$ cat src/rtl/tws_pkg.sv
// ----------------------------------------------------------------------------
// tws_pkg: shared types and constants
// Item and result payloads, classified item, failure and status codes.
// ----------------------------------------------------------------------------
`default_nettype none

package tws_pkg;

	localparam int unsigned LETTER_W = 5;
	localparam logic [7:0] LETTER_BASE = 8'd97;

	// failure code of the word in progress
	localparam logic [1:0] FAIL_NONE    = 2'd0;
	localparam logic [1:0] FAIL_INVALID = 2'd1;
	localparam logic [1:0] FAIL_FULL    = 2'd2;
	localparam logic [1:0] FAIL_MISS    = 2'd3;

	// status field of a result
	localparam logic [1:0] STATUS_OK      = 2'd0;
	localparam logic [1:0] STATUS_INVALID = 2'd1;
	localparam logic [1:0] STATUS_FULL    = 2'd2;

	typedef struct packed {
		logic       req_type;
		logic [7:0] char_code;
		logic       no_char;
		logic       last_char;
	} req_t;

	typedef struct packed {
		logic       found;
		logic [1:0] status;
	} rsp_t;

	// item after classification by the front end
	typedef struct packed {
		logic                is_search;
		logic                bad;
		logic [LETTER_W-1:0] letter;
		logic                no_char;
		logic                last;
	} item_t;

endpackage

`default_nettype wire

$ cat src/rtl/tws_fifo.sv
// ----------------------------------------------------------------------------
// tws_fifo: small register queue
// First-in first-out queue of DEPTH entries, head shown while not empty.
// ----------------------------------------------------------------------------
`default_nettype none

module tws_fifo #(
	parameter int unsigned WIDTH = 8,
	parameter int unsigned DEPTH = 2
) (
	input  wire logic             clk,
	input  wire logic             arst_n,
	input  wire logic             push,
	input  wire logic [WIDTH-1:0] wdata,
	output logic                  full,
	input  wire logic             pop,
	output logic      [WIDTH-1:0] rdata,
	output logic                  empty
);

	localparam int unsigned PW = (DEPTH > 1) ? $clog2(DEPTH) : 1;
	localparam int unsigned CW = $clog2(DEPTH + 1);

	logic [WIDTH-1:0] mem_q [DEPTH];
	logic [PW-1:0]    wr_ptr_q;
	logic [PW-1:0]    rd_ptr_q;
	logic [CW-1:0]    count_q;
	logic             do_push;
	logic             do_pop;

	assign full    = (count_q == CW'(DEPTH));
	assign empty   = (count_q == '0);
	assign do_push = push && !full;
	assign do_pop  = pop && !empty;
	assign rdata   = mem_q[rd_ptr_q];

	always_ff @(posedge clk or negedge arst_n) begin
		if (!arst_n) begin
			wr_ptr_q <= '0;
			rd_ptr_q <= '0;
			count_q  <= '0;
		end else begin
			if (do_push) begin
				wr_ptr_q <= (wr_ptr_q == PW'(DEPTH - 1)) ? '0 : wr_ptr_q + 1'b1;
			end
			if (do_pop) begin
				rd_ptr_q <= (rd_ptr_q == PW'(DEPTH - 1)) ? '0 : rd_ptr_q + 1'b1;
			end
			if (do_push && !do_pop) begin
				count_q <= count_q + 1'b1;
			end else if (do_pop && !do_push) begin
				count_q <= count_q - 1'b1;
			end
		end
	end

	always_ff @(posedge clk) begin
		if (do_push) begin
			mem_q[wr_ptr_q] <= wdata;
		end
	end

endmodule

`default_nettype wire

$ cat src/rtl/tws_front.sv
// ----------------------------------------------------------------------------
// tws_front: item intake
// Classifies each incoming byte (letter index, invalid flag) and queues it
// for the trie walker.
// ----------------------------------------------------------------------------
`default_nettype none

module tws_front #(
	parameter int unsigned ALPHABET = 26
) (
	input  wire logic           clk,
	input  wire logic           arst_n,
	input  wire logic           push,
	input  wire tws_pkg::req_t  req,
	output logic                full,
	input  wire logic           pop,
	output tws_pkg::item_t      item,
	output logic                empty
);

	import tws_pkg::*;

	logic [7:0] diff;
	item_t      cls;
	logic [$bits(item_t)-1:0] head;

	assign diff          = req.char_code - LETTER_BASE;
	assign cls.is_search = req.req_type;
	assign cls.bad       = (req.char_code < LETTER_BASE) || (diff >= 8'(ALPHABET));
	assign cls.letter    = diff[LETTER_W-1:0];
	assign cls.no_char   = req.no_char;
	assign cls.last      = req.last_char;

	tws_fifo #(
		.WIDTH($bits(item_t)),
		.DEPTH(2)
	) u_queue (
		.clk   (clk),
		.arst_n(arst_n),
		.push  (push),
		.wdata (cls),
		.full  (full),
		.pop   (pop),
		.rdata (head),
		.empty (empty)
	);

	assign item = item_t'(head);

endmodule

`default_nettype wire

$ cat config.mk
export PLATFORM = sky130hd
export DESIGN_NAME = tws_front
export DESIGN_NICKNAME = d
export VERILOG_FILES = /design/src/rtl/tws_pkg.sv /design/src/rtl/tws_fifo.sv /design/src/rtl/tws_front.sv
export SDC_FILE = /design/constraint.sdc
export NUM_CORES = 1
export LEC_CHECK = 0
export BUFFER_PORTS_ARGS = -buffer_cell sky130_fd_sc_hd__clkbuf_2
export CORE_MARGIN = 2
export CORE_UTILIZATION = 28
export CTS_BUF_LIST = sky130_fd_sc_hd__clkbuf_4 sky130_fd_sc_hd__clkbuf_8 sky130_fd_sc_hd__clkbuf_16
export DETAILED_ROUTE_END_ITERATION = 7
export PLACE_DENSITY = 0.53
export SLEW_MARGIN = 20
export SYNTH_ARGS = -nofsm -noshare
export SYNTH_HDL_FRONTEND = slang
export SYNTH_SLANG_ARGS = --single-unit
$ cat constraint.sdc
create_clock -name clk -period 1.75 [get_ports clk]
set_input_delay 0 -clock clk [delete_from_list [all_inputs] [get_ports clk]]
set_output_delay 0 -clock clk [all_outputs]
set_load 0.05 [all_outputs]
== After elaboration in Yosys (flattened, before gate mapping) ==
Memory sizes are Yosys's and may differ from the RTL's.
Cells that the tools add are included.

* Register bits: 4
* Bits in writable memories: 18
* Input bits: 15
* Output and inout port bits: 11
* Word-level logic and storage cells: 29
* Memories kept: 1

* Add/subtract/negate cells: 5
* Magnitude comparators: 2
* Eq/ne operators: 1
* Muxes and demuxes: 6
* Reduce and logical (&&, ||, !) cells: 11

{| class="wikitable"
|+ Memory list
! name !! words !! width !! rd ports !! clocked after Yosys merged registers in !! wr ports !! RTL line !! RTL
|-
| u_queue.mem_q || 2 || 9 || 1 || 0 || 1 || tws_fifo.sv:24 || <nowiki>logic [WIDTH-1:0] mem_q [DEPTH];</nowiki>
|}

{| class="wikitable"
|+ Operator list
! cell !! count
|-
| >= comparator 8 x 5 -> 1 bit, second input constant || 1
|-
| < comparator 8 x 7 -> 1 bit, second input constant || 1
|-
| subtractor 8 x 7 -> 8 bit, second input constant || 1
|-
| logical AND 1 bit || 4
|-
| zero test 1 bit || 4
|-
| two-way mux 1 bit || 4
|-
| two-way mux 2 bit || 2
|-
| adder 1 bit, second input constant || 2
|-
| adder 2 x 1 -> 2 bit, second input constant || 1
|-
| equality test 2 bit, second input constant || 1
|-
| zero test 2 bit || 1
|-
| nonzero test 2 bit || 1
|-
| subtractor 2 x 1 -> 2 bit, second input constant || 1
|-
| logical OR 1 bit || 1
|}

== Logic depth before layout (Yosys ltp) ==
Gate-level depths: netlist of the first run.

* Word-level depth: 7
* Depth in mapped cells: 7
* Depth with buffers taken out: 7

== Hierarchy ==
From an unflattened synthesis of the first run, not the netlist that was laid out.

* Cell total of the unflattened synthesis: 69
* Area total of the unflattened synthesis: 1,002.2 um2

{| class="wikitable"
|+ Modules (own cells, without submodules)
! module !! times used !! cells an instance !! area each (um2) !! seq. area each (um2)
|-
| tws_fifo || 1 || 47 || 845.8 || 640.6
|-
| tws_front || 1 || 22 || 156.4 || 0.0
|}

== Least setup slack after synthesis of the first run ==
Ideal clock, no wire load.

* Path type: register to register
* Start point: register u_queue.count_q[0]
* End point: memory u_queue.mem_q[0][0] (netlist name) (enable)
* Setup time: 0.374 ns
* Data arrival time: 1.055 ns
* Required time: 1.376 ns
* Path slack: 0.320 ns
* Stages on the path, launching flop included: 4
* Buffers on the path: 0
* Clock period less this slack: 1.430 ns
* Cells stage by stage: dfrtp_1 -> nand2b_1 -> nand2_1 -> nor2_1

* Word-level cells in the longest chain between the ends: 5

{| class="wikitable"
|+ RTL lines
! what !! RTL line !! RTL
|-
| start: declaration || tws_fifo.sv:27 || <nowiki>logic [CW-1:0] count_q;</nowiki>
|-
| start signal: assignment || tws_fifo.sv:50 || <nowiki>count_q <= count_q + 1'b1;</nowiki>
|-
| start signal: assignment || tws_fifo.sv:52 || <nowiki>count_q <= count_q - 1'b1;</nowiki>
|-
| equality test 2 bit || tws_fifo.sv:31 || <nowiki>assign full = (count_q == CW'(DEPTH));</nowiki>
|-
| zero test 1 bit || tws_fifo.sv:33 || <nowiki>assign do_push = push && !full;</nowiki>
|-
| logical AND 1 bit || tws_fifo.sv:33 ||
|-
| two-way mux 1 bit || tws_fifo.sv:58 || <nowiki>if (do_push) begin</nowiki>
|-
| two-way mux 1 bit (implied by the code) || tws_fifo.sv:59 || <nowiki>mem_q[wr_ptr_q] <= wdata;</nowiki>
|-
| end: declaration || tws_fifo.sv:24 ||
|}

Every way passes these cells.

==> metrics.md, run 1 <==
| Metric | Value |
|---|---|
| Cells after Synth | `71` |
| Critical R2R Capture | `u_queue.count_q[1]$_DFFE_PN0P_` |
| Cell Area, Synth | `1020 um2` |
| Die X-Extent | `64.4 um` |
| Detailed Route Iter0 Violations | `6` |
| Max Slew Vio Count | `0` |
| Fin cells | `154` |
| CTS Root Cell | `clkbuf_4` |
| Total GRT Usage | `9.21%` |
| Slew HR | `68.3%` |
| Final-report setup violation count | `0` |
| Avg Cell Area, Syn | `14.4 um2` |
| Setup CP Type | `flip-flop to primary output` |
| Fin nets | `127` |
| First-pass GRT wire length | `2.86 mm` |
| Total CTS buffers | `3` |
| Tot Pwr | `2.17 mW` |
| Data required, critical path | `1750 ps` |
| RSZ-0062 raised after global routing | `no` |
| Hold slack | `37.2 ps` |
| Dominant cells by area after synthesis | `edfxtp_1 53%, mux2_2 9.9%, dfrtp_1 9.8%, xnor2_1 4.3%, ha_1 3.7%` |
| FF-to-FF path depth | `7` |
| Setup crit end | `item[6]` |
| Total negative slack | `0 ps` |
| Fmax | `638 MHz` |
| ANT cells | `0` |
| # rows | `21` |
| Biggest area consumer among synthesized cells | `edfxtp_1` |
| Skew final | `9.54 ps` |
| Compound-cell area share of the yosys netlist | `3.19%` |
| I/O pin count | `26` |
| Longest Clk Path Bufs | `2` |
| Type of origin of the critical path | `flip-flop` |
| P_leak | `0.556 nW` |
| CORE AREA | `3420 um2` |
| Hold Path Class | `input pin to flip-flop` |
| Largest net degree at the start of global routing | `14` |
| Post-Synth XOR/XNOR Area | `7.73%` |
| Status | `finished, final reports clean` |
| Fin area | `1360 um2` |
| DR WL/cell | `11.5 um` |
| Flop2flop setup slack | `240 ps` |
| DRC | `0` |
| Die area | `4140 um2` |
| Vias in the first global route | `676` |
| Skew-Pair Late Insertion Delay | `310 ps` |
| Initial core utilization | `29.9%` |
| Dpl ws | `280 ps` |
| Final worst setup slack | `182 ps` |
| Critical Path Start | `u_queue.rd_ptr_q$_DFFE_PN0P_` |
| Max FO, Critical Path | `10` |
| # fillers | `340` |
| Critical path arrival | `1570 ps` |
| Max Cap Violations | `0` |
| Mux contribution to synthesized area | `9.94%` |
| Post-route ant nets | `0` |
| H-tree levels | `1` |
| Library cells used by synthesis | `22` |
| Area share of the largest cell type after synthesis | `53.0%` |
| Commonest cells after routing, fill and taps aside | `25 x clkbuf_2, 18 x edfxtp_1, 9 x mux2_2, 8 x dlygate4sd3_1, 7 x inv_1` |
| Post-Synth Adder-Cell Area | `3.68%` |
| GR Overflow Total | `0` |
| HPWL after DPL | `1.26 mm` |
| # clock sinks | `22` |
| Via Count | `668` |
| PD cells | `1600 nW/um2` |
| Area Overhead vs Synth | `33.5%` |
| Largest family of logic cells by synthesized area | `multiplexers` |
| Drt pass-1 iters | `3` |
| Initial antenna violation count | `0` |
| Synth warn | `0` |
| Worst setup EP type | `primary output` |
| Clk slew on worst S/H paths | `130 ps` |
| Hold Fails Final Rpt | `0` |
| Syn Nets | `89` |
| Commonest non-fill, non-tap cell in the layout | `clkbuf_2` |
| Die Y | `64.4 um` |
| Synth Register Bits | `22` |
| Vias per inst | `4.34` |
| Final min period | `1570 ps` |
| DP Area | `1200 um2` |
| Fin util | `39.9%` |
| Hold Crit Start | `req[8]` |
| R2R Path Start | `u_queue.count_q[0]$_DFFE_PN0P_` |
| Post-synthesis sequential area ratio | `62.8%` |
| Layout cells sized above 1 | `40.7%` |
| DP Cell Count | `142` |
| Tcrit/Tclk final | `89.6%` |
| Worst slew pin tran | `475 ps` |
| Simple-Gate Fraction of Synth Area | `9.57%` |
| Detailed Route WL | `1.78 mm` |
| GPL Wtd Cong | `0.666` |
| Max VDD drop | `0.368 mV` |
| TritonCTS clock tree | `done` |
| IO Port Bufs | `25` |
## worst max-delay path: stages, from the launching register on
cell and delay, ps:
dfrtp_1 620, mux2_2 390, clkbuf_2 240
## per-layer routing
layer / vias to the layer above / track usage [%] / routed length, um
met5: - / 0 / 0
met2: 16 / 15.4 / 926
li1: 333 / - / -
met1: 317 / 10.7 / 755
met4: 0 / 5.59 / 27
met3: 2 / 2.11 / 67
## kinds of logic (layout without fill, tap and decap cells)
logic type,Yosys count,in the layout
flip-flops,22,22
AND/OR/NAND/NOR,15,15
XOR/XNOR,9,9
multiplexers,9,9
buffers and inverters,8,45
AO/OA/AOI/OAI,5,5
adder cells (fa/ha/maj),3,3
## worst min path at each step
| stage | endpoint | slack [ps] | depth (start not counted) |
|---|---|---|---|
| after floorplan | u_queue.count_q[0]$_DFFE_PN0P_ | -300 | 0 |
| after global placement | u_queue.count_q[1]$_DFFE_PN0P_ | -190 | 1 |
| after detailed placement | u_queue.count_q[1]$_DFFE_PN0P_ | -180 | 1 |
| after CTS | u_queue.wr_ptr_q$_DFFE_PN0P_ | 0.6 | 2 |
| after global routing | u_queue.mem_q[0][7]$_DFFE_PP_ | 40 | 3 |
| final | u_queue.mem_q[0][7]$_DFFE_PP_ | 40 | 3 |
## state kept, by name (all words and copies together) (netlist names)
register	count
u_queue.rd_ptr_q	1
u_queue.wr_ptr_q	1
u_queue.mem_q	18
u_queue.count_q	2
## where the power goes
group	switching (mW)	internal, mW
clock	0.155	0.231
sequential	0.103	0.731
combinational	0.646	0.306
total	0.904	1.27
## synth_stat cells, drive strengths merged
cell type	n
nor2	4
inv	7
mux2	9
edfxtp	18
and4b	1
dfrtp	4
and3	1
nand3	1
nor4b	2
nand2	2
xor2	4
o21ai	3
xnor2	5
nand2b	2
buf	1
nor3	1
o32ai	1
nor3b	1
a2111oi	1
ha	3
## layout make-up
type / count / area [um2] / area share [%]
flip-flops and latches: 22 / 641 / 47.1
multi-input cells: 41 / 372 / 27.3
repair buffers: 34 / 213 / 15.6
well taps: 46 / 57.6 / 4.23
clock inverters: 1 / 30.0 / 2.21
inverters: 7 / 26.3 / 1.93
clock buffers: 3 / 22.5 / 1.65
## timing repair
item / CTS / global route
buffers inserted: 0 / 0
endpoints found under the setup margin: 0 / 2
hold endpoints to repair: 13 / 3
hold buffers: 6 / 2
resized for setup: 0 / 5
No activity file was read; power rests on OpenSTA's default activity.
==> run 2, diff against run 1 <==
--- a/config.mk
+++ b/config.mk
@@ -10,6 +10,7 @@
 export CORE_UTILIZATION = 28
 export CTS_BUF_LIST = sky130_fd_sc_hd__clkbuf_4 sky130_fd_sc_hd__clkbuf_8 sky130_fd_sc_hd__clkbuf_16
 export DETAILED_ROUTE_END_ITERATION = 7
+export HOLD_SLACK_MARGIN = 0.03
 export PLACE_DENSITY = 0.53
 export SLEW_MARGIN = 20
 export SYNTH_ARGS = -nofsm -noshare
==> constraint.sdc (replaced) <==
create_clock -name clk -period 1.75 [get_ports clk]
set_input_delay 0.35 -clock clk [delete_from_list [all_inputs] [get_ports clk]]
set_output_delay 0.35 -clock clk [all_outputs]
set_load 0.05 [all_outputs]
==> run 2 against run 1 <==
Setup slack got worse by 130 ps. Clock skew fell by 0.79 ps. Cell count shrank 1.3%. Critical path depth up 1. Utilization is 1.3 points higher. Clock power is 2% lower. Cell area is 3.3% higher. Fmax fell by 7.8%. Die area is the same.
==> metrics.md, run 2 (synthesis gave the netlist of run 1 again) <==
| Metric | Value |
|---|---|
| Commonest cells after routing, fill and taps aside | `18 x edfxtp_1, 16 x clkbuf_2, 8 x buf_8, 7 x inv_1, 7 x mux2_2` |
| Int Power | `1.51 mW` |
| Longest Clk Path Bufs | `2` |
| Combinational power share | `51.9%` |
| CP Cell Sequence | `buf_6, mux2_2, buf_8` |
| H-tree levels | `1` |
| CTS Root Cell | `clkbuf_4` |
| Largest net degree at the start of global routing | `14` |
| Fin area | `1410 um2` |
| Fmax | `588 MHz` |
| Sw Pwr | `0.946 mW` |
| Worst stage delay on the critical path | `410 ps` |
| Hold Fails Final Rpt | `0` |
| Total CTS buffers | `3` |
| DR WL/cell | `11.3 um` |
| Fin util | `41.2%` |
| Register with the most flip-flops | `u_queue.mem_q` |
| Max reg flops | `18` |
| Tot Pwr | `2.46 mW` |
| Status | `finished, final reports clean` |
| Initial antenna violation count | `0` |
| Sw frac | `38.5%` |
| Worst setup EP type | `primary output` |
| ANT cells | `0` |
| DRC | `0` |
| Vias per inst | `4.19` |
| # rows | `21` |
| IO Port Bufs | `25` |
| TritonCTS clock tree | `done` |
| Total GRT Usage | `9.50%` |
| Vias in the first global route | `696` |
| Commonest non-fill, non-tap cell in the layout | `edfxtp_1` |
| CORE AREA | `3420 um2` |
| Max Cap Violations | `0` |
| Max Slew Vio Count | `0` |
| Detailed Route WL | `1.71 mm` |
| Post-route ant nets | `0` |
| Skew-Pair Late Insertion Delay | `300 ps` |
| HPWL after DPL | `1.29 mm` |
| Max FO, Critical Path | `6` |
| Final-report setup violation count | `0` |
| Worst slew pin tran | `377 ps` |
| Clk slew on worst S/H paths | `120 ps` |
| Final min period | `1700 ps` |
| Tcrit/Tclk final | `97.2%` |
| Max VDD drop | `0.511 mV` |
| Hold Path Class | `input pin to flip-flop` |
| Share of power burned in registers | `32.6%` |
| Top Registers | `u_queue.mem_q (18), u_queue.count_q (2)` |
| GPL Wtd Cong | `0.679` |
| DP Area | `1230 um2` |
| Fin nets | `125` |
| Critical path arrival | `1350 ps` |
| Clock Power Share | `15.5%` |
| # clock sinks | `22` |
| PD cells | `1750 nW/um2` |
| RSZ-0062 raised after global routing | `yes` |
| First-pass GRT wire length | `2.92 mm` |
| Setup CP Type | `flip-flop to primary output` |
| Die X-Extent | `64.4 um` |
| Layout cells sized above 1 | `43.4%` |
| Skew final | `8.74 ps` |
| GR Overflow Total | `0` |
| Via Count | `637` |
| Data required, critical path | `1400 ps` |
| Die area | `4140 um2` |
| Initial core utilization | `29.9%` |
| Crit-path slowest cell | `dfrtp_1` |
| Area Overhead vs Synth | `37.9%` |
| Type of origin of the critical path | `flip-flop` |
| Slew HR | `74.2%` |
| Detailed Route Iter0 Violations | `12` |
| Die Y | `64.4 um` |
| P_leak | `0.586 nW` |
| Drt pass-1 iters | `4` |
| I/O pin count | `26` |
run 2: timing repair:
action,CTS,global route
gates resized for setup,17,14
setup endpoints to repair,9,9
hold buffers,1,0
buffers inserted,0,1
hold endpoints to repair,4,0
run 2: path summary, 6_finish.rpt:
kind                       cells after the start                            from                        endpoint  slack (ps)
setup / recovery                               3    u_queue.rd_ptr_q$_DFFE_PN0P_                         item[5]          50
hold / removal                                 1                         req[10]   u_queue.mem_q[1][8]$_DFFE_PP_         230
hold reg to reg                                1    u_queue.wr_ptr_q$_DFFE_PN0P_    u_queue.wr_ptr_q$_DFFE_PN0P_         510
min in group asynchronous                      2                          arst_n  u_queue.count_q[1]$_DFFE_PN0P_         370
max in group asynchronous                      2                          arst_n    u_queue.wr_ptr_q$_DFFE_PN0P_        1260
setup reg to reg                               7  u_queue.count_q[0]$_DFFE_PN0P_  u_queue.count_q[1]$_DFFE_PN0P_         260
run 2: power groups by stage:
stage | clock network [mW] | logic [mW] | registers [mW]
after global placement | 0 | 1.02 | 0.802
after CTS | 0.399 | 1.18 | 0.799
after floorplan | 0 | 0.785 | 0.790
after detailed placement | 0 | 1.04 | 0.810
after global routing | 0.409 | 1.36 | 0.821
final | 0.381 | 1.28 | 0.802
run 2: through the flow:
stage | cells | TNS (ps) | setup WS, ps | hold slack, ps
6_report | 152 | 0 | 48.3 | 230
5_1_grt | 152 | -143 | -28.1 | 215
4_1_cts | 151 | -6.70 | -3.02 | 218
3_5_place_dp | 146 | -8.64 | -4.32 | 163
3_3_place_gp | 146 | 0 | 23.7 | 160
2_1_floorplan | 71 | 0 | 260 | 54.4
run 2: worst max-delay path: cells and delay by family, from the launching register on:
family,cells,cell delay [ps]
mux,1,350
buf+inv,2,290
flops,1,410
run 2: area by class of cell:
class,count,area [um2]
clock inverter,1,30.0
sequential,22,641
timing repair buffer,32,274
clock buffer,3,22.5
fill,343,2010
inverter,7,26.3
multi-input combinational,41,355
tap,46,57.6
run 2: per-layer routing:
| metal | share of wire [%] | wire (um) | up-vias | track usage (%) |
|---|---|---|---|---|
| met5 | 0 | 0 | - | 0 |
| met4 | 1.6 | 27 | 0 | 6.38 |
| met3 | 3.7 | 64 | 2 | 2.11 |
| met2 | 51 | 868 | 16 | 15.4 |
| met1 | 44 | 753 | 295 | 11.2 |
| li1 | - | - | 324 | - |
