==> src/rtl/tws_fifo.sv <==
// ----------------------------------------------------------------------------
// tws_fifo: small register queue
// First-in first-out queue of DEPTH entries, head shown while not empty.
// ----------------------------------------------------------------------------
`default_nettype none

module tws_fifo #(
	parameter int unsigned WIDTH = 8,
	parameter int unsigned DEPTH = 2
) (
	input  wire logic             clk,
	input  wire logic             arst_n,
	input  wire logic             push,
	input  wire logic [WIDTH-1:0] wdata,
	output logic                  full,
	input  wire logic             pop,
	output logic      [WIDTH-1:0] rdata,
	output logic                  empty
);

	localparam int unsigned PW = (DEPTH > 1) ? $clog2(DEPTH) : 1;
	localparam int unsigned CW = $clog2(DEPTH + 1);

	logic [WIDTH-1:0] mem_q [DEPTH];
	logic [PW-1:0]    wr_ptr_q;
	logic [PW-1:0]    rd_ptr_q;
	logic [CW-1:0]    count_q;
	logic             do_push;
	logic             do_pop;

	assign full    = (count_q == CW'(DEPTH));
	assign empty   = (count_q == '0);
	assign do_push = push && !full;
	assign do_pop  = pop && !empty;
	assign rdata   = mem_q[rd_ptr_q];

	always_ff @(posedge clk or negedge arst_n) begin
		if (!arst_n) begin
			wr_ptr_q <= '0;
			rd_ptr_q <= '0;
			count_q  <= '0;
		end else begin
			if (do_push) begin
				wr_ptr_q <= (wr_ptr_q == PW'(DEPTH - 1)) ? '0 : wr_ptr_q + 1'b1;
			end
			if (do_pop) begin
				rd_ptr_q <= (rd_ptr_q == PW'(DEPTH - 1)) ? '0 : rd_ptr_q + 1'b1;
			end
			if (do_push && !do_pop) begin
				count_q <= count_q + 1'b1;
			end else if (do_pop && !do_push) begin
				count_q <= count_q - 1'b1;
			end
		end
	end

	always_ff @(posedge clk) begin
		if (do_push) begin
			mem_q[wr_ptr_q] <= wdata;
		end
	end

endmodule

`default_nettype wire

==> config.mk <==
export PLATFORM = sky130hd
export DESIGN_NAME = tws_fifo
export DESIGN_NICKNAME = d
export VERILOG_FILES = /design/src/rtl/tws_fifo.sv
export SDC_FILE = /design/constraint.sdc
export NUM_CORES = 1
export LEC_CHECK = 0
export BUFFER_PORTS_ARGS = -buffer_cell sky130_fd_sc_hd__clkbuf_2
export CORE_MARGIN = 2
export CORE_UTILIZATION = 50
export CTS_BUF_LIST = sky130_fd_sc_hd__clkbuf_4 sky130_fd_sc_hd__clkbuf_8
export DETAILED_ROUTE_END_ITERATION = 10
export PLACE_DENSITY = 0.77
export RECOVER_POWER = 25
export SETUP_SLACK_MARGIN = 0.5
export SYNTH_ARGS = -nofsm -noshare
export SYNTH_HDL_FRONTEND = slang
export SYNTH_SLANG_ARGS = --single-unit
==> constraint.sdc <==
create_clock -name clk -period 3.7 [get_ports clk]
set_clock_uncertainty 0.15 [all_clocks]
set_input_delay 0.74 -clock clk [delete_from_list [all_inputs] [get_ports clk]]
set_output_delay 0.74 -clock clk [all_outputs]
set_load 0.05 [all_outputs]
### Word-level counts from Yosys, hierarchy flattened

Memories as Yosys holds them, arrays and structs flattened.
Index checks and enable logic that the tools add are counted.

| storage, ports and cells | value |
|---|---|
| register bits after elaboration | 4 |
| memories | 1 |
| logic and storage cells | 25 |
| bits in writable memories | 16 |
| output and inout port bits | 10 |
| bits of input ports | 12 |

| operators by class | value |
|---|---|
| reductions and logical operators | 10 |
| add/subtract/negate cells | 4 |
| equality and inequality tests | 1 |
| multiplexer cells | 6 |

Memory list:

| memory | words | width | rd ports | clocked after memory_dff | wr ports | RTL line | source |
|---|---|---|---|---|---|---|---|
| mem_q | 2 | 8 | 1 | 0 | 1 | 24 | `logic [WIDTH-1:0] mem_q [DEPTH];` |

Operator list:

| kind | count |
|---|---|
| $logic_and A1 B1 Y1 | 4 |
| $logic_not A1 Y1 | 4 |
| $mux W1 | 4 |
| $mux W2 | 2 |
| $add A1 B1 Y1 const B | 2 |
| $add A2 B1 Y2 const B | 1 |
| $eq A2 B2 Y1 const B | 1 |
| $logic_not A2 Y1 | 1 |
| $reduce_bool A2 Y1 | 1 |
| $sub A2 B1 Y2 const B | 1 |

### Longest topological paths before layout

Gate-level depths: netlist (run 1).

| depth | value |
|---|---|
| depth in word-level cells | 7 |
| gate-level depth with buffers | 7 |
| depth with buffers taken out | 7 |

### Worst setup path after synthesis (run 1)

Ideal clock, no wire load.

| timing | value |
|---|---|
| path type | register -> output |
| from | register count_q[0] |
| to | output port empty |
| required time | 2810 ps |
| stages on the path, launching flop included | 2 |
| buffers on the path | 0 |
| path slack | 1743 ps |
| arrival | 1067 ps |
| path through | dfrtp_1 -> nor2_1 |

| between the ends | value |
|---|---|
| word-level cells in the longest chain between the ends | 1 |

RTL lines:

| item | RTL line | source |
|---|---|---|
| start: declaration | 27 | `logic [CW-1:0] count_q;` |
| start signal: assignment | 50 | `count_q <= count_q + 1'b1;` |
| start signal: assignment | 52 | `count_q <= count_q - 1'b1;` |
| $logic_not A2 Y1 | 32 | `assign empty = (count_q == '0);` |
| end: declaration | 18 | `output logic empty` |

Every way passes these cells.

### Worst setup path in the final report (run 1)

| timing | value |
|---|---|
| from | register rd_ptr_q |
| to | output port rdata[2] |

| between the ends | value |
|---|---|
| word-level cells in the longest chain between the ends | 1 |

RTL lines:

| item | RTL line | source |
|---|---|---|
| start: declaration | 26 | `logic [PW-1:0] rd_ptr_q;` |
| start signal: assignment | 47 | `rd_ptr_q <= (rd_ptr_q == PW'(DEPTH - 1)) ? '0 : rd_ptr_q + 1'b1;` |
| $mem_v2 Z2 W8 | n/a |  |
| end: declaration | 17 | `output logic [WIDTH-1:0] rdata,` |

Every way passes these cells.

==> results of run 1 <==
## layout make-up
class	instances	area share [%]
inverter	2	0.809
clock buffer	4	3.23
tap	16	2.16
multi-input combinational	21	20.4
sequential	20	62.5
timing repair buffer	21	10.9
## final timing paths
check	startpoint	to	slack [ns]	depth (start not counted)
max	rd_ptr_q	rdata[2]	1.31	2
min	arst_n	wr_ptr_q	0.11	1
max reg2reg	count_q[0]	mem_q[0][7]	1.93	3
min reg2reg	wr_ptr_q	wr_ptr_q	0.39	1
max in group asynchronous	arst_n	count_q[0]	3.12	1
min in group clk	wr_ptr_q	wr_ptr_q	0.39	1
## where the power goes
part           total [mW]  internal [mW]  switching (mW)
clock               0.111         0.0492          0.0622
sequential          0.365          0.315          0.0506
combinational       0.378          0.114           0.264
total               0.855          0.478           0.377
## layer usage
metal,global-route usage [%],part of all wire (%),vias to the layer above
met5,0,0,-
met1,15.1,44,198
met2,21.5,51,14
met4,7.27,0,0
li1,-,-,205
met3,3.75,4.2,0
## metrics by stage
stage / power (mW) / util (%) / std cells
5_1_grt: 0.898 / 62.4 / 84
2_1_floorplan: 0.676 / - / 44
3_3_place_gp: 0.747 / 60.6 / 80
4_1_cts: 0.867 / 62.6 / 84
6_report: 0.855 / 62.4 / 84
3_5_place_dp: 0.756 / 60.6 / 80
## worst max-delay path, cell delays in order (launching register included)
cell      delay (ns)
dfrtp_1         0.60
mux2_2          0.38
clkbuf_2        0.23
## Yosys cell counts
cell type / n
dfrtp_1: 4
edfxtp_1: 16
inv_1: 2
xor2_1: 2
ha_1: 1
mux2_1: 6
buf_2: 1
nand2_2: 1
o21ai_1: 1
xnor2_1: 2
xnor2_2: 1
mux2_2: 2
and3_1: 1
nor2_1: 3
nand2b_1: 1
## kinds of logic (layout without fill, tap and decap cells)
group / Yosys count / count (layout)
AOI/OAI and AO/OA: 1 / 1
xor gates and xnor gates: 5 / 5
DFF: 20 / 20
muxes: 8 / 8
adders and majority gates: 1 / 1
buffers and inverters: 3 / 27
and+or+nand+nor: 6 / 6
## sequential cells by signal, summed over array words and instances (netlist names)
register	flops
wr_ptr_q	1
rd_ptr_q	1
count_q	2
mem_q	16
==> results.md, run 1 <==
* Post-synth net total at 57
* Clock latency on the worst-skew pair at 0.29 ns
* Post-route cell area at 928 um2
* Cell Area, Placed at 902 um2
* Area of the multi-input gates at 189 um2
* # fillers at 114
* Critical path peak fanout at 9
* Commonest non-fill, non-tap cell in the layout: clkbuf_2
* Initial antenna violation count at 0
* Max Freq at 419 MHz
* Post-CTS Resized at 0
* Hold Slack at 0.106 ns
* Syn avg cell area at 17.8 um2
* Netlist Area Pre-Place at 782 um2
* Die Y at 43.5 um
* Fin crit share at 64.5%
* Layout cells sized above 1 at 38.2%
* Share of the synthesized area in the top cell type at 61.4%
* Maximum vdd drop at 0.000481 V
* Longest Clk Path Bufs at 2
* Commonest cells after routing, fill and taps aside: 18 x clkbuf_2, 16 x edfxtp_1, 6 x mux2_1
* Routed wire length at 1130 um
* # port buffers at 21
* Register area share after synthesis at 74.2%
* Drt first pass iters at 4
* Post-synthesis mux area share at 11.5%
* CP Capture Type: output port
* Slew Limit Headroom at 53.8%
* Max-Cap Viols at 0
* Worst setup SP type: register
* Min-Delay Path Class: input port to async pin
* Yosys warnings at 0
* Final Hold Fails at 0
* Critical path type: register to output port
* DRT iter0 DRCs at 9
* Post-layout worst setup margin at 1.31 ns
* Cell variety after synth at 15
* Worst-path clk slew at 0.10 ns
* Cell count after synthesis at 44
* RSZ-0062 raised after global routing: no
* Setup TNS at 0 ns
* Hold_buf cts at 0
* Core area at 0.00149 mm2
* Die extent in x at 43.5 um
* Synth Area in Compound Gates at 0.640%
* Pwr Density at 921 mW/mm2
* CTS tree: built
* Die area at 0.00190 mm2
* Adder-cell share of the synthesized area at 1.60%
* Gpl congestion at 0.604
* CP arrival at 1.50 ns
* Final min period at 2.39 ns
* Global Route Usage Sum at 13.0%
* Area growth from synthesis to layout at 18.7%
* Clock sinks at 20
* Initial Util at 52.5%
* Core Rows at 14
* Largest family of logic cells by synthesized area: multiplexers
* Largest net degree at the start of global routing at 12
* Worst path required time at 2.81 ns
* Total CTS buffers at 3
* Status: finished, final reports clean
* Slew @ Worst Pin at 0.691 ns
* Simple-gate share of the synthesized area at 3.84%
* Max Slew Vio Count at 0
* Total grt overflow at 0
* P_leak at 0.387 nW
* DRT antenna net count at 0
* Sequential cell area at 581 um2
* Final Net Count at 82
* I/O pin cnt at 22
* CTS root buffer: clkbuf_4
* Vias at 417
* Flops & latches, synth at 20
* Vias/cell at 4.96
* Xor/xnor cell area share of the yosys netlist at 6.56%
* Vias in the first global route at 384
* First-pass GRT wire length at 1640 um
* Largest cells by area after synthesis: edfxtp_1 61%, dfrtp_1 13%, mux2_1 8.6%
* Drt wl/cell at 13.4 um
* Synth area leader: edfxtp_1
* Final setup violation count at 0
* Setup Fix Bufs, Post-CTS at 0
* Dpl hpwl at 817 um
* Htree depth at 1
* DRC errors left at 0
* ANT cells at 0
* Setup Slack @ Placement at 1.62 ns
Note: power is estimated with default switching activity, not from simulation.
==> inputs of run 2 (changes only) <==
CORE_UTILIZATION = 47   (was 50)
PLACE_DENSITY = 0.76   (was 0.77)
clock period = 2 ns   (was 3.7 ns; I/O delays follow)
==> run 2 against run 1 <==
Against the previous run:
- global-route usage up 1.9 points
- utilization is 17 points higher
- flip-flop and latch count is the same
- register-to-register slack worse by 1.5 ns
- sequential power up 86%
- hold slack improved by 0.031 ns
- clock power increased to 2.9 times the previous value
- critical path type unchanged
- critical endpoint is now rdata[6]
- largest power group unchanged
==> results.md, run 2 (synthesized netlist as in run 1, its figures left out) <==
* Min-Delay Path Class: input port to register
* Placed Cells at 80 (unchanged)
* Min-delay src: wdata[3]
* Pwr Density at 1850 mW/mm2 (+100%)
* CP Capture Type: output port
* Clock sinks at 20 (unchanged)
* Area of the multi-input gates at 260 um2 (+38%)
* Die Y at 44.8 um (+2.9%)
* Drt first pass iters at 2 (-2)
* Final Net Count at 90 (+9.8%)
* Logic pwr share at 55.5% (+11 points)
* # fillers at 86 (-25%)
* Dpl hpwl at 804 um (-1.6%)
* Post-layout worst setup margin at 0.120 ns (-1.19 ns)
* GR peak layer: met2
* Final core utilization at 79.0% (+17 points)
* Vias/cell at 4.92 (-0.81%)
* M2 GR Usage at 24.9% (+3.5 points)
* Commonest non-fill, non-tap cell in the layout: edfxtp_1
* R2R Path Start: count_q[0]
* Max-Cap Viols at 0 (unchanged)
* Largest net degree at the start of global routing at 13 (+1)
* CTS tree: built
* Routed wire length at 1330 um (+18%)
* Vias in the first global route at 487 (+27%)
* Final min period at 1.88 ns
* M3 GR Usage at 4.40% (+0.65 points)
* DRT iter0 DRCs at 4 (-5)
* Maximum vdd drop at 0.00110 V (+130%)
* Worst setup SP type: register
* Gpl congestion at 0.700 (+16%)
* Fin crit share at 94.0%
* Hold Slack at 0.137 ns (+0.0309 ns)
* Initial Util at 50.7% (-1.8 points)
* Clock latency on the worst-skew pair at 0.29 ns (about the same)
* CTS root buffer: clkbuf_4
* Max reg flops at 16 (unchanged)
* Core area at 0.00154 mm2 (+3.5%)
* RSZ-0062 raised after global routing: yes
* Crit path largest cell delay at 0.43 ns (-0.17 ns)
* Total CTS buffers at 3 (unchanged)
* Max Slew Vio Count at 0 (unchanged)
* Drt wl/cell at 14.5 um (+7.9%)
* P_leak at 0.501 nW (+29%)
* Critical Path Source: rd_ptr_q
* Setup Slack @ Placement at 0.256 ns (-1.36 ns)
* DRC errors left at 0 (unchanged)
* Tot Pwr at 2.25 mW (+160%)
* Cell Area, Placed at 923 um2 (+2.4%)
* CP cell instances: buf_6 -> mux2_4 -> clkbuf_16
* Critical path peak fanout at 4 (-5)
* Sequential cell area at 584 um2 (+0.65%)
* Final Hold Fails at 0 (unchanged)
* Psw at 0.847 mW (+120%)
* Slew Limit Headroom at 82.5% (+29 points)
* Setup TNS at 0 ns (unchanged)
* Total grt overflow at 0 (unchanged)
* CP top delay family: flip-flops
* Worst-path clk slew at 0.11 ns (about the same)
* Sw Share at 37.6% (-6.4 points)
* Initial antenna violation count at 0 (unchanged)
* Most flop-heavy register: mem_q
* Met1 Usage GRT at 17.6% (+2.5 points)
* Post-route insts no fill at 92 (+9.5%)
* Post-route cell area at 0.00122 mm2 (+31%)
* Buffer and inverter count on the worst path at 2 (+1)
* Final setup violation count at 0 (unchanged)
* Global Route Usage Sum at 14.9% (+1.9 points)
* Critical path's slowest cell: dfrtp_2
* Max Freq at 532 MHz
* Internal power at 1.40 mW (+190%)
* First-pass GRT wire length at 2080 um (+26%)
* Biggest regs: mem_q x16, count_q x2
* Layout cells sized above 1 at 65.8% (+28 points)
* I/O pin cnt at 22 (unchanged)
* CP arrival at 1.33 ns (-0.17 ns)
* Critical path type: register to output port
* Htree depth at 1 (unchanged)
* ANT cells at 0 (unchanged)
* Commonest cells after routing, fill and taps aside: 16 x edfxtp_1, 8 x buf_8, 7 x clkbuf_2
* Die extent in x at 44.8 um (+2.9%)
* Sequential Power Share at 30.1% (-13 points)
* Core Rows at 14 (unchanged)
* Die area at 0.00201 mm2 (+5.8%)
* Area growth from synthesis to layout at 55.7%
* Longest Clk Path Bufs at 2 (unchanged)
* Vias at 453 (+8.6%)
* Worst path required time at 1.45 ns (-1.36 ns)
* Slew @ Worst Pin at 0.262 ns (-0.429 ns)
* DRT antenna net count at 0 (unchanged)
* Status: finished, final reports clean
* # port buffers at 21 (unchanged)
* Clk pwr share at 14.3% (+1.3 points)
## run 2: cell count changes in the layout (fill, tap and decap cells not counted), moves of 3 or more
cell      change
clkbuf_2     -11
buf_8         +8
mux2_1        -6
buf_4         +5
mux2_4        +5
dfrtp_1       -3
dfrtp_2       +3
## run 2: worst paths after layout
kind                       slack [ns]          end  depth (start not counted)
max reg2reg                      0.40   count_q[1]                          7
max in group asynchronous        1.28     rd_ptr_q                          2
max                              0.12     rdata[6]                          3
min reg2reg                      0.41   count_q[0]                          1
min                              0.14  mem_q[1][3]                          1
min in group asynchronous        0.28   count_q[1]                          2
## run 2: cell type report
class	count	area share [%]
clock inverters	1	2.47
repair buffers	29	23.8
inverters	2	0.822
multi-input cells	21	21.4
flip-flops and latches	20	48.0
clock buffers	3	1.85
well taps	16	1.64
## run 2: power groups by stage
stage | Combinational (mW) | Clock (mW) | Sequential [mW]
CTS | 1.11 | 0.323 | 0.670
global route | 1.29 | 0.352 | 0.695
detailed placement | 0.758 | 0 | 0.697
finish | 1.25 | 0.323 | 0.678
global placement | 0.749 | 0 | 0.692
floorplan | 0.664 | 0 | 0.646
## run 2: what timing repair did
action,CTS,global route
pin swaps,3,4
buffers inserted,5,2
endpoints found under the setup margin,27,11
endpoints found under the hold margin,4,0
gates resized for setup,35,15
hold buffers,1,0
## run 2: per-layer routing
metal  share of wire [%]  routed length, um
met1                  43                573
met2                  50                660
met3                 5.3                 71
met4                 1.8                 24
met5                   0                  0
==> inputs of run 3 (changes only) <==
SETUP_SLACK_MARGIN = 0.2   (was 0.5)
==> run 3 against run 2 <==
Against the previous run:
- via count decreased by 1.8%
- register-to-register slack hardly changed
- first-iteration DRC count down 100%
- critical path depth unchanged
- clock power fell by 30%
- utilization fell by 7.2 points
- combinational power fell by 13%
- power down 13%
==> results.md, run 3 (synthesized netlist as in run 1, its figures left out) <==
* Most flop-heavy register: mem_q
* DRT antenna net count at 0 (unchanged)
* Vias/cell at 4.89 (-0.69%)
* Total grt overflow at 0 (unchanged)
* Initial Util at 50.7% (unchanged)
* Buffer and inverter count on the worst path at 2 (unchanged)
* Setup TNS at 0 ns (unchanged)
* Slew @ Worst Pin at 0.371 ns (+0.109 ns)
* Critical Path Source: rd_ptr_q
* Worst setup SP type: register
* R2R Path Start: count_q[0]
* Vias at 445 (-1.8%)
* Final Hold Fails at 0 (unchanged)
* Commonest cells after routing, fill and taps aside: 16 x edfxtp_1, 8 x buf_8, 7 x clkbuf_2
* R2R setup slack at 0.40 ns (about the same)
* Max-Cap Viols at 0 (unchanged)
* CP endpoint: rdata[3]
* Worst-path clk slew at 0.11 ns (about the same)
* CP Capture Type: output port
* I/O pin cnt at 22 (unchanged)
* # fillers at 112 (+30%)
* P_leak at 0.471 nW (-6.0%)
* Routed met1 length at 507 um (-12%)
* CP Depth at 3 (unchanged)
* Biggest regs: mem_q x16, count_q x2
* RSZ-0062 raised after global routing: yes
* Layout cells sized above 1 at 50.7% (-15 points)
* Fin crit share at 93.7% (-0.28 points)
* Area growth from synthesis to layout at 41.4%
* Critical path type: register to output port
* Drt first pass iters at 1 (-1)
* Pwr Density at 1780 mW/mm2 (-3.8%)
* Vias in the first global route at 456 (-6.4%)
* Critical path's slowest cell: dfrtp_2
* Initial antenna violation count at 0 (unchanged)
* Drt wl/cell at 13.7 um (-5.2%)
* Final Net Count at 89 (-1.1%)
* Max reg flops at 16 (unchanged)
* Worst path required time at 1.45 ns (about the same)
* DRC errors left at 0 (unchanged)
* Commonest non-fill, non-tap cell in the layout: edfxtp_1
* Die extent in x at 44.8 um (unchanged)
* Final core utilization at 71.8% (-7.2 points)
* Largest net degree at the start of global routing at 12 (-1)
* Max Freq at 534 MHz (+0.30%)
* Min-Delay Path Class: input port to register
* CP arrival at 1.32 ns (about the same)
* Final setup violation count at 0 (unchanged)
* Met3 wire length at 53 um (-25%)
* CP cell instances: buf_6 -> mux2_4 -> buf_8
* Core Rows at 14 (unchanged)
* Met2 WL at 666 um (+0.91%)
* R2R depth at 6 (-1)
* Reg2reg end: count_q[1]
* Htree depth at 1 (unchanged)
* Clock sinks at 20 (unchanged)
* Max Slew Vio Count at 0 (unchanged)
* Status: finished, final reports clean
* Clock latency on the worst-skew pair at 0.29 ns (about the same)
* Critical path peak fanout at 4 (unchanged)
* Global Route Usage Sum at 13.9% (-0.93 points)
* Total CTS buffers at 3 (unchanged)
* # port buffers at 21 (unchanged)
* First-pass GRT wire length at 1880 um (-9.3%)
* Dpl hpwl at 816 um (+1.5%)
* CTS tree: built
* CP top delay family: flip-flops
* Final min period at 1.87 ns (-0.00567 ns)
* CTS root buffer: clkbuf_4
* Longest Clk Path Bufs at 2 (unchanged)
* Routed wire length at 1250 um (-6.2%)
* DRT iter0 DRCs at 0 (-4)
* Gpl congestion at 0.655 (-6.4%)
* Die area at 0.00201 mm2 (unchanged)
* Crit path largest cell delay at 0.44 ns (about the same)
* Uppermost layer routed: met4
* Die Y at 44.8 um (unchanged)
* ANT cells at 0 (unchanged)
* Slew Limit Headroom at 75.3% (-7.2 points)
* Maximum vdd drop at 0.000961 V (-13%)
* Core area at 0.00154 mm2 (unchanged)
## run 3: layout make-up
cell class / instances / area (um2) / share of cell area, %
Sequential cell: 20 / 583 / 52.7
Timing Repair Buffer: 28 / 248 / 22.4
Multi-Input combinational cell: 21 / 211 / 19.1
Clock buffer: 4 / 36.3 / 3.28
Tap cell: 16 / 20.0 / 1.81
Inverter: 2 / 7.51 / 0.679
## run 3: worst min path at each step
stage | depth (start not counted) | end | slack (ns) | startpoint
after floorplan | 0 | count_q[0] | -0.05 | arst_n
after global placement | 1 | count_q[1] | 0.06 | arst_n
after detailed placement | 1 | count_q[1] | 0.06 | arst_n
after CTS | 1 | mem_q[1][7] | 0.13 | wdata[7]
after global routing | 1 | mem_q[0][1] | 0.13 | wdata[1]
final | 1 | mem_q[0][1] | 0.14 | wdata[1]
## run 3: metal layers
| layer | global-route usage (%) | vias to the layer above |
|---|---|---|
| li1 | - | 220 |
| met5 | 0 | - |
| met3 | 2.40 | 2 |
| met2 | 24.6 | 13 |
| met1 | 14.6 | 210 |
| met4 | 10.6 | 0 |
## run 3: power breakdown
group | switching, mW | total, mW | internal (mW)
combinational | 0.581 | 1.09 | 0.504
sequential | 0.0688 | 0.655 | 0.586
clock | 0.115 | 0.226 | 0.111
total | 0.765 | 1.97 | 1.20
## run 3: repair_timing
item | CTS | global route
setup buffers | 5 | 0
setup endpoints to repair | 9 | 9
gates resized for setup | 28 | 11
endpoints found under the hold margin | 4 | 0
pin swaps | 0 | 0
hold buffers | 1 | 0
## run 3: stage by stage
step                      std cells  setup WS (ns)  power (mW)  area [um2]  hold WS, ns
after floorplan                  44          0.383        1.25         782      -0.0456
after global placement           81          0.280        1.39         910       0.0620
after detailed placement         81          0.272        1.41         910       0.0622
after CTS                        91          0.106        1.92        1100        0.132
after global routing             91         0.0835        2.05        1110        0.126
final                            91          0.126        1.97        1110        0.143
